$ cat src/sv/lss_pkg.sv
// Types, constants and helper functions of the line substring search unit.
package lss_pkg;

  // Configuration register indexes.
  localparam int unsigned CFG_AW = 3;
  localparam logic [CFG_AW-1:0] CFG_PATTERN_LOW    = 3'd0;
  localparam logic [CFG_AW-1:0] CFG_PATTERN_HIGH   = 3'd1;
  localparam logic [CFG_AW-1:0] CFG_PATTERN_LENGTH = 3'd2;
  localparam logic [CFG_AW-1:0] CFG_FOLD_CASE      = 3'd3;
  localparam logic [CFG_AW-1:0] CFG_MATCH_LIMIT    = 3'd4;

  // Result kinds.
  localparam logic KIND_MATCH   = 1'b0;
  localparam logic KIND_SUMMARY = 1'b1;

  // Character codes.
  localparam logic [7:0] CHAR_NEWLINE = 8'd10;
  localparam logic [7:0] CHAR_UPPER_A = 8'd65;
  localparam logic [7:0] CHAR_UPPER_Z = 8'd90;
  localparam logic [7:0] CASE_OFFSET  = 8'd32;

  // Packed result fields, stream data width and its zero fill.
  localparam int unsigned OUT_DW  = 88;
  localparam int unsigned OUT_PAD = 7;

  typedef struct packed {
    logic        kind;
    logic [31:0] line_number;
    logic [15:0] column;
    logic [31:0] match_count;
    logic        limit_reached;
  } result_t;

  // Folds an ASCII upper case letter to lower case when enabled.
  function automatic logic [7:0] fold_char(input logic [7:0] c, input logic en);
    logic [7:0] res;
    res = c;
    if (en && (c >= CHAR_UPPER_A) && (c <= CHAR_UPPER_Z)) begin
      res = c + CASE_OFFSET;
    end
    return res;
  endfunction

endpackage

$ cat src/sv/line_substring_search_unit.sv
// Top level of the line substring search unit: window compare and result queue.
// Throughput: one byte per cycle unless the output queue is full and stalled; the
// input register, one compare stage and a two-entry output queue set this, so with
// the output stalled two results wait in the queue and a third item waits in the
// input register before in_tready falls.
// Reset: rst_n is synchronous and active low; it clears the search state, the
// queue and the registers (pattern_length to one, all others to zero).
module line_substring_search_unit #(
  parameter int unsigned PATTERN_MAX  = 16,
  parameter int unsigned LINE_LEN_MAX = 65535
) (
  input  logic                         clk,
  input  logic                         rst_n,
  // Input stream.
  input  logic                         in_tvalid,
  output logic                         in_tready,
  input  logic [7:0]                   in_tdata,   // [7:0] data_byte
  input  logic                         in_tlast,   // end_of_stream
  // Result stream.
  output logic                         out_tvalid,
  input  logic                         out_tready,
  // [31:0] line_number, [47:32] column, [79:48] match_count,
  // [80] limit_reached, [87:81] zero
  output logic [lss_pkg::OUT_DW-1:0]   out_tdata,
  output logic                         out_tuser,  // [0] report_kind
  // Configuration write port.
  input  logic                         cfg_wr_en,
  input  logic [lss_pkg::CFG_AW-1:0]   cfg_addr,
  input  logic [63:0]                  cfg_wdata
);

  localparam int unsigned AW  = (PATTERN_MAX > 1) ? $clog2(PATTERN_MAX) : 1;
  localparam int unsigned LPW = $clog2(LINE_LEN_MAX + 1);
  localparam int unsigned SW  = LPW + 1;
  localparam logic [LPW-1:0] POS_MAX = LPW'(LINE_LEN_MAX);
  localparam logic [4:0]     LEN_MAX = 5'(PATTERN_MAX);

  // Configuration registers.
  logic [63:0] pattern_low_r;
  logic [63:0] pattern_high_r;
  logic [4:0]  pattern_length_r;
  logic        fold_case_r;
  logic [31:0] match_limit_r;

  always_ff @(posedge clk) begin
    if (!rst_n) begin
      pattern_low_r    <= '0;
      pattern_high_r   <= '0;
      pattern_length_r <= 5'd1;
      fold_case_r      <= 1'b0;
      match_limit_r    <= '0;
    end else if (cfg_wr_en) begin
      case (cfg_addr)
        lss_pkg::CFG_PATTERN_LOW:    pattern_low_r    <= cfg_wdata;
        lss_pkg::CFG_PATTERN_HIGH:   pattern_high_r   <= cfg_wdata;
        lss_pkg::CFG_PATTERN_LENGTH: pattern_length_r <= cfg_wdata[4:0];
        lss_pkg::CFG_FOLD_CASE:      fold_case_r      <= cfg_wdata[0];
        lss_pkg::CFG_MATCH_LIMIT:    match_limit_r    <= cfg_wdata[31:0];
        default: ;
      endcase
    end
  end

  // Input register.
  logic       in_vld_r;
  logic [7:0] in_byte_r;
  logic       in_eos_r;
  logic       proc;
  logic       pop;

  // Output queue of two entries.
  lss_pkg::result_t q_mem_r [2];
  logic             q_wp_r;
  logic             q_rp_r;
  logic [1:0]       q_cnt_r;

  assign pop       = out_tvalid && out_tready;
  assign proc      = in_vld_r && ((q_cnt_r != 2'd2) || pop);
  assign in_tready = !in_vld_r || proc;

  always_ff @(posedge clk) begin
    if (!rst_n) begin
      in_vld_r <= 1'b0;
    end else if (in_tready) begin
      in_vld_r <= in_tvalid;
    end
  end

  always_ff @(posedge clk) begin
    if (in_tready && in_tvalid) begin
      in_byte_r <= in_tdata;
      in_eos_r  <= in_tlast;
    end
  end

  // Search state. The window needs no reset: only bytes of the current line
  // are ever compared, since a match needs at least the pattern's length of them.
  logic [7:0]     win_r [PATTERN_MAX];
  logic [7:0]     win_nxt [PATTERN_MAX];
  logic [LPW-1:0] pos_r, pos_nxt;
  logic [31:0]    line_r, line_nxt;
  logic [31:0]    found_r, found_nxt;
  logic           stopped_r, stopped_nxt;

  logic             res_vld;
  lss_pkg::result_t res;

  // Window compare and state update for the item in the input register.
  always_comb begin
    logic [4:0]       len;
    logic [SW-1:0]    pos_p1;
    logic [SW-1:0]    col_w;
    logic [127:0]     pat;
    logic [4:0]       idx;
    logic             hit;

    win_nxt     = win_r;
    pos_nxt     = pos_r;
    line_nxt    = line_r;
    found_nxt   = found_r;
    stopped_nxt = stopped_r;
    res_vld     = 1'b0;
    res         = '0;

    len    = (pattern_length_r > LEN_MAX) ? LEN_MAX : pattern_length_r;
    pos_p1 = {1'b0, pos_r} + SW'(1);
    pat    = {pattern_high_r, pattern_low_r};

    // Shifted window with the new byte in entry 0.
    win_nxt[0] = in_byte_r;
    for (int j = 1; j < PATTERN_MAX; j++) begin
      win_nxt[j] = win_r[j-1];
    end

    hit = (len != 5'd0) && (pos_p1 >= SW'(len));
    for (int i = 0; i < PATTERN_MAX; i++) begin
      idx = len - 5'd1 - 5'(i);
      if ((5'(i) < len) &&
          (lss_pkg::fold_char(pat[8*i +: 8], fold_case_r) !=
           lss_pkg::fold_char(win_nxt[idx[AW-1:0]], fold_case_r))) begin
        hit = 1'b0;
      end
    end

    // Column of the match start, pinned once the line position saturates.
    if (pos_r >= POS_MAX) begin
      col_w = SW'(POS_MAX);
    end else begin
      col_w = pos_p1 - SW'(len);
    end

    if (in_eos_r) begin
      // Summary, then back to the reset state.
      res_vld           = 1'b1;
      res.kind          = lss_pkg::KIND_SUMMARY;
      res.line_number   = line_r;
      res.column        = '0;
      res.match_count   = found_r;
      res.limit_reached = stopped_r;
      win_nxt           = win_r;
      pos_nxt           = '0;
      line_nxt          = 32'd1;
      found_nxt         = '0;
      stopped_nxt       = 1'b0;
    end else if (stopped_r) begin
      win_nxt = win_r;
    end else if (in_byte_r == lss_pkg::CHAR_NEWLINE) begin
      win_nxt = win_r;
      pos_nxt = '0;
      if (line_r != '1) begin
        line_nxt = line_r + 32'd1;
      end
    end else begin
      if (pos_r < POS_MAX) begin
        pos_nxt = pos_p1[LPW-1:0];
      end
      if (hit) begin
        if (found_r != '1) begin
          found_nxt = found_r + 32'd1;
        end
        stopped_nxt       = stopped_r ||
                            ((match_limit_r != '0) && (found_nxt >= match_limit_r));
        res_vld           = 1'b1;
        res.kind          = lss_pkg::KIND_MATCH;
        res.line_number   = line_r;
        res.column        = 16'(col_w[LPW-1:0]);
        res.match_count   = found_nxt;
        res.limit_reached = stopped_nxt;
      end
    end
  end

  // State registers advance when the input item is processed.
  always_ff @(posedge clk) begin
    if (!rst_n) begin
      pos_r     <= '0;
      line_r    <= 32'd1;
      found_r   <= '0;
      stopped_r <= 1'b0;
    end else if (proc) begin
      pos_r     <= pos_nxt;
      line_r    <= line_nxt;
      found_r   <= found_nxt;
      stopped_r <= stopped_nxt;
    end
  end

  always_ff @(posedge clk) begin
    if (proc) begin
      win_r <= win_nxt;
    end
  end

  // Output queue control.
  logic push;
  assign push = proc && res_vld;

  always_ff @(posedge clk) begin
    if (!rst_n) begin
      q_wp_r  <= 1'b0;
      q_rp_r  <= 1'b0;
      q_cnt_r <= 2'd0;
    end else begin
      if (push) begin
        q_wp_r <= !q_wp_r;
      end
      if (pop) begin
        q_rp_r <= !q_rp_r;
      end
      q_cnt_r <= q_cnt_r + 2'(push) - 2'(pop);
    end
  end

  always_ff @(posedge clk) begin
    if (push) begin
      q_mem_r[q_wp_r] <= res;
    end
  end

  // Result stream from the queue head.
  lss_pkg::result_t head;
  assign head       = q_mem_r[q_rp_r];
  assign out_tvalid = (q_cnt_r != 2'd0);
  assign out_tuser  = head.kind;
  assign out_tdata  = {{lss_pkg::OUT_PAD{1'b0}}, head.limit_reached, head.match_count,
                       head.column, head.line_number};

endmodule

$ cat config.mk
export PLATFORM = sky130hd
export DESIGN_NAME = line_substring_search_unit
export DESIGN_NICKNAME = d
export VERILOG_FILES = /design/src/sv/lss_pkg.sv /design/src/sv/line_substring_search_unit.sv
export SDC_FILE = /design/constraint.sdc
export NUM_CORES = 2
export LEC_CHECK = 0
export BUFFER_PORTS_ARGS = -buffer_cell sky130_fd_sc_hd__buf_2
export CAP_MARGIN = 5
export CORE_AREA = 2 2 277 279
export CTS_CLUSTER_DIAMETER = 100
export DETAILED_ROUTE_END_ITERATION = 16
export DIE_AREA = 0 0 279 281
export MAX_ROUTING_LAYER = met4
export PLACE_DENSITY = 0.67
export SYNTH_ARGS = -nofsm -noshare
export SYNTH_HDL_FRONTEND = slang
export SYNTH_SLANG_ARGS = --single-unit
$ cat constraint.sdc
create_clock -name clk -period 14.3 [get_ports clk]
set_input_delay 0.715 -clock clk [delete_from_list [all_inputs] [get_ports clk]]
set_output_delay 0.715 -clock clk [all_outputs]
set_load 0.05 [all_outputs]
==> run_results.csv <==
group,metric,value,unit
status,status,"complete, no violations",
placement,portBuffers,164,
clock_tree,post_cts_buffers,0,
synth,yosys.area_share.simple,17.97,%
clock_tree,cts_tree,"done",
clock_tree,cts_made_buffers,59,
worst_setup_path,startpoint_type,"flip-flop",
drt,wl_per_cell,26.27,µm
clock_tree,postCtsHoldBufs,0,
min_path,hp-class,"in -> reg",
timing,post-route-period-util,76.72,%
grt,grt_overflow,0,
clock_tree,cts_resized,0,
timing,rsz0062_at_grt,"no",
synth,synth_edf_count,293,
die,core,75440,µm²
synth,post_synth_main_area_contributors,"edfxtp_1, dfxtp_1, mux2i_1",
synth,yosysTopAreaCell,"edfxtp_1",
die,die_area,78400,µm²
synth,yosys.area_share.xor_xnor,5.261,%
worst_setup_path,path_class,"reg -> reg",
die,ios,172,
timing,finalClockSkew,0.05668,ns
worst_setup_path,rr_worst_depth,21,
placement,hpwl,96440,µm
synth,synth_seq_cells,546,
synth,yosysWarningCount,0,
power,power.leakage,15.26,nW
final_layout,syn_to_final_growth,9.803,%
die,die_width,279,µm
min_path,hold_depth,1,
grt,grt_pass1_wl,193600,µm
clock_tree,htreeDepth,2,
grt,antenna_found_initial,4,
drt,route.vias.total,32784,
synth,ys.flop_type,"edfxtp_1",
drt,drt_wl_total,131600,µm
timing,max_freq,91.15,MHz
synth,synth_mux_area_share,18.59,%
synth,synth_top_area_share,23.52,%
clock_tree,cts_sinks,546,
timing,fin_ws,3.329,ns
clock_tree,clock_latency,0.67,ns
synth,seq_area_frac_synth,37.06,%
timing,slew-limit-headroom,15.96,%
clock_tree,clkTransAtPathRegs,0.06,ns
synth,yosysUniqueCellTypes,103,
drt,antenna_left,0,
timing,setup_viol,0,
placement,place_ws,3.435,ns
clock_tree,clk_path_buf_depth,3,
synth,ys_async_sr_fraction,0,%
drt,drc_errors,0,
drt,via_per_inst,6.542,
die,chipHeight,281,µm
drt,drt_iter0_markers,3681,
final_layout,layout.nets,4141,
placement,globalplace.congestion,1.063,
clock_tree,clock-root-buffer,"clkbuf_16",
timing,maxSlewViolCount,0,
synth,synth_compound_area_share,14.53,%
timing,worst_slew_pin_slew,1.258,ns
worst_setup_path,critPathCaptureType,"flip-flop",
synth,synth_top_family_by_area,"multiplexers",
synth,syn_area_per_cell,9.488,µm²
job,cap_violations,0,
worst_setup_path,worstPathArrival,11.29,ns
grt,grt_pass1_vias,30249,
grt,grt_max_degree,102,
power,power_density,108.7,nW/µm²
die,start_util,49.59,%
power,irDropWorstVdd,0.08332,mV
synth,netlist_area,37410,µm²
worst_setup_path,crit_required,14.61,ns
final_layout,drive_above_1_share,16.21,%
synth,syn_inst,3943,
synth,synth_fa_ha_area_share,2.763,%
drt,dr.pass1.iters,6,
timing,final.setup.tns,0,ns
timing,hold_viol,0,
timing,period_needed,10.97,ns
grt,track_usage,33.69,%
worst_setup_path,cp_max_fo,57,
die,rows,101,
==> flip-flops by register name (all words and copies together), names as in the netlist, 2 cells and up, named ones only <==
| name | flops |
|---|---|
| found_r | 32 |
| in_byte_r | 8 |
| line_r | 32 |
| match_limit_r | 32 |
| pattern_high_r | 64 |
| pattern_length_r | 5 |
| pattern_low_r | 64 |
| pos_r | 16 |
| q_cnt_r | 2 |
| q_mem_r | 164 |
| win_r | 120 |
==> routing by layer <==
metal / wire (µm) / vias up / part of all wire, % / global-route usage [%]
met4: 7845 / 0 / 6.0 / 17.27
met5: 0 / - / 0 / -
li1: - / 14793 / - / -
met3: 13300 / 390 / 10 / 8.322
met2: 59530 / 1693 / 45 / 51.48
met1: 50960 / 15908 / 39 / 41.50
==> cells by family after synthesis <==
group | Yosys count
and+or+nand+nor | 1387
muxes | 530
DFF | 546
buffers and inverters | 347
xor gates and xnor gates | 218
other | 1
AOI/OAI and AO/OA | 832
adders and majority gates | 82
==> synthesized netlist by cell type, types with 26 or more instances <==
cell and n:
mux2_2 127, buf_2 51, a211oi_1 43, edfxtp_1 293
mux4_2 119, nor2_1 204, and2_1 63, or3_1 32
inv_1 69, xnor2_1 115, a31oi_1 34, a21oi_1 300
dfxtp_1 253, buf_1 31, xor2_1 99, nand3_1 190
nor3_1 93, ha_1 81, a21o_1 42, nor4_1 35
mux2i_1 283, and3_1 40, o211ai_1 50, nand4_1 42
o21ai_0 112, a22oi_1 26, clkbuf_1 176, nand2_1 531
==> where the power goes <==
part | internal (mW) | leakage, nW | total (mW) | switching [mW]
Combinational | 0.402 | 9.40 | 1.13 | 0.731
Clock | 0.898 | 0.997 | 1.58 | 0.684
Sequential | 1.69 | 4.86 | 1.75 | 0.0579
Total | 2.99 | 15.3 | 4.46 | 1.47
==> final cells by class <==
type	count	area [µm²]
Fill cell	6841	34370
Multi-Input combinational cell	3056	22250
Sequential cell	546	13870
Clock buffer	71	1603
Timing Repair Buffer	242	1406
Tap cell	978	1224
Clock inverter	40	424.2
Inverter	73	282.8
Antenna cell	5	12.51
==> final timing paths <==
path / start / slack (ns) / endpoint
hold reg to reg: match_limit_r[5] / 0.47 / match_limit_r[5]
setup reg to reg: pattern_length_r[4] / 3.33 / q_mem_r[1][53]
setup / recovery: pattern_length_r[4] / 3.33 / q_mem_r[1][53]
hold / removal: in_tlast / 0.23 / in_eos_r
==> placed cells by master (no fill, tap or decap), types with 43 or more instances in the layout <==
| master | instances |
|---|---|
| nand3_1 | 190 |
| mux2_2 | 127 |
| and2_1 | 62 |
| clkbuf_16 | 60 |
| xnor2_1 | 114 |
| buf_4 | 78 |
| ha_1 | 80 |
| o21ai_0 | 112 |
| nor3_1 | 92 |
| buf_2 | 164 |
| a211oi_1 | 43 |
| mux2i_1 | 283 |
| dfxtp_1 | 250 |
| a21oi_1 | 300 |
| inv_1 | 67 |
| mux4_2 | 119 |
| nand2_1 | 530 |
| o211ai_1 | 50 |
| nor2_1 | 200 |
| xor2_1 | 99 |
| edfxtp_1 | 293 |
==> metrics by stage <==
step | instances | hold slack [ns] | total power [mW] | utilization (%) | instance area, µm²
finish | 5011 | 0.2261 | 4.465 | 54.45 | 41080
global route | 5010 | 0.1995 | 4.622 | 54.44 | 41070
detailed placement | 4895 | 0.4635 | 2.894 | 51.74 | 39040
global placement | 4895 | 0.4592 | 2.888 | 51.74 | 39040
CTS | 5006 | 0.1921 | 4.472 | 54.43 | 41060
floorplan | 3949 | 0.4430 | 2.589 | - | 37430
==> worst max-delay path, stage by stage (launching register included) <==
cell and delay (ns):
dfxtp_2 0.68, nor2b_2 0.08, buf_4 0.29, inv_2 0.08, buf_4 0.60, ha_4 0.53, buf_4 0.66, ha_1 0.54
inv_1 0.67, mux4_2 0.40, mux2i_1 0.35, ha_1 0.31, or2_2 0.29, a2111oi_0 0.33, a311oi_1 0.10, o41ai_1 0.84
nand2_1 0.21, or4_1 0.77, o31ai_4 1.00, nand2_1 0.28, nor2_4 0.92, buf_4 0.57
No activity file was read; power rests on OpenSTA's default activity.
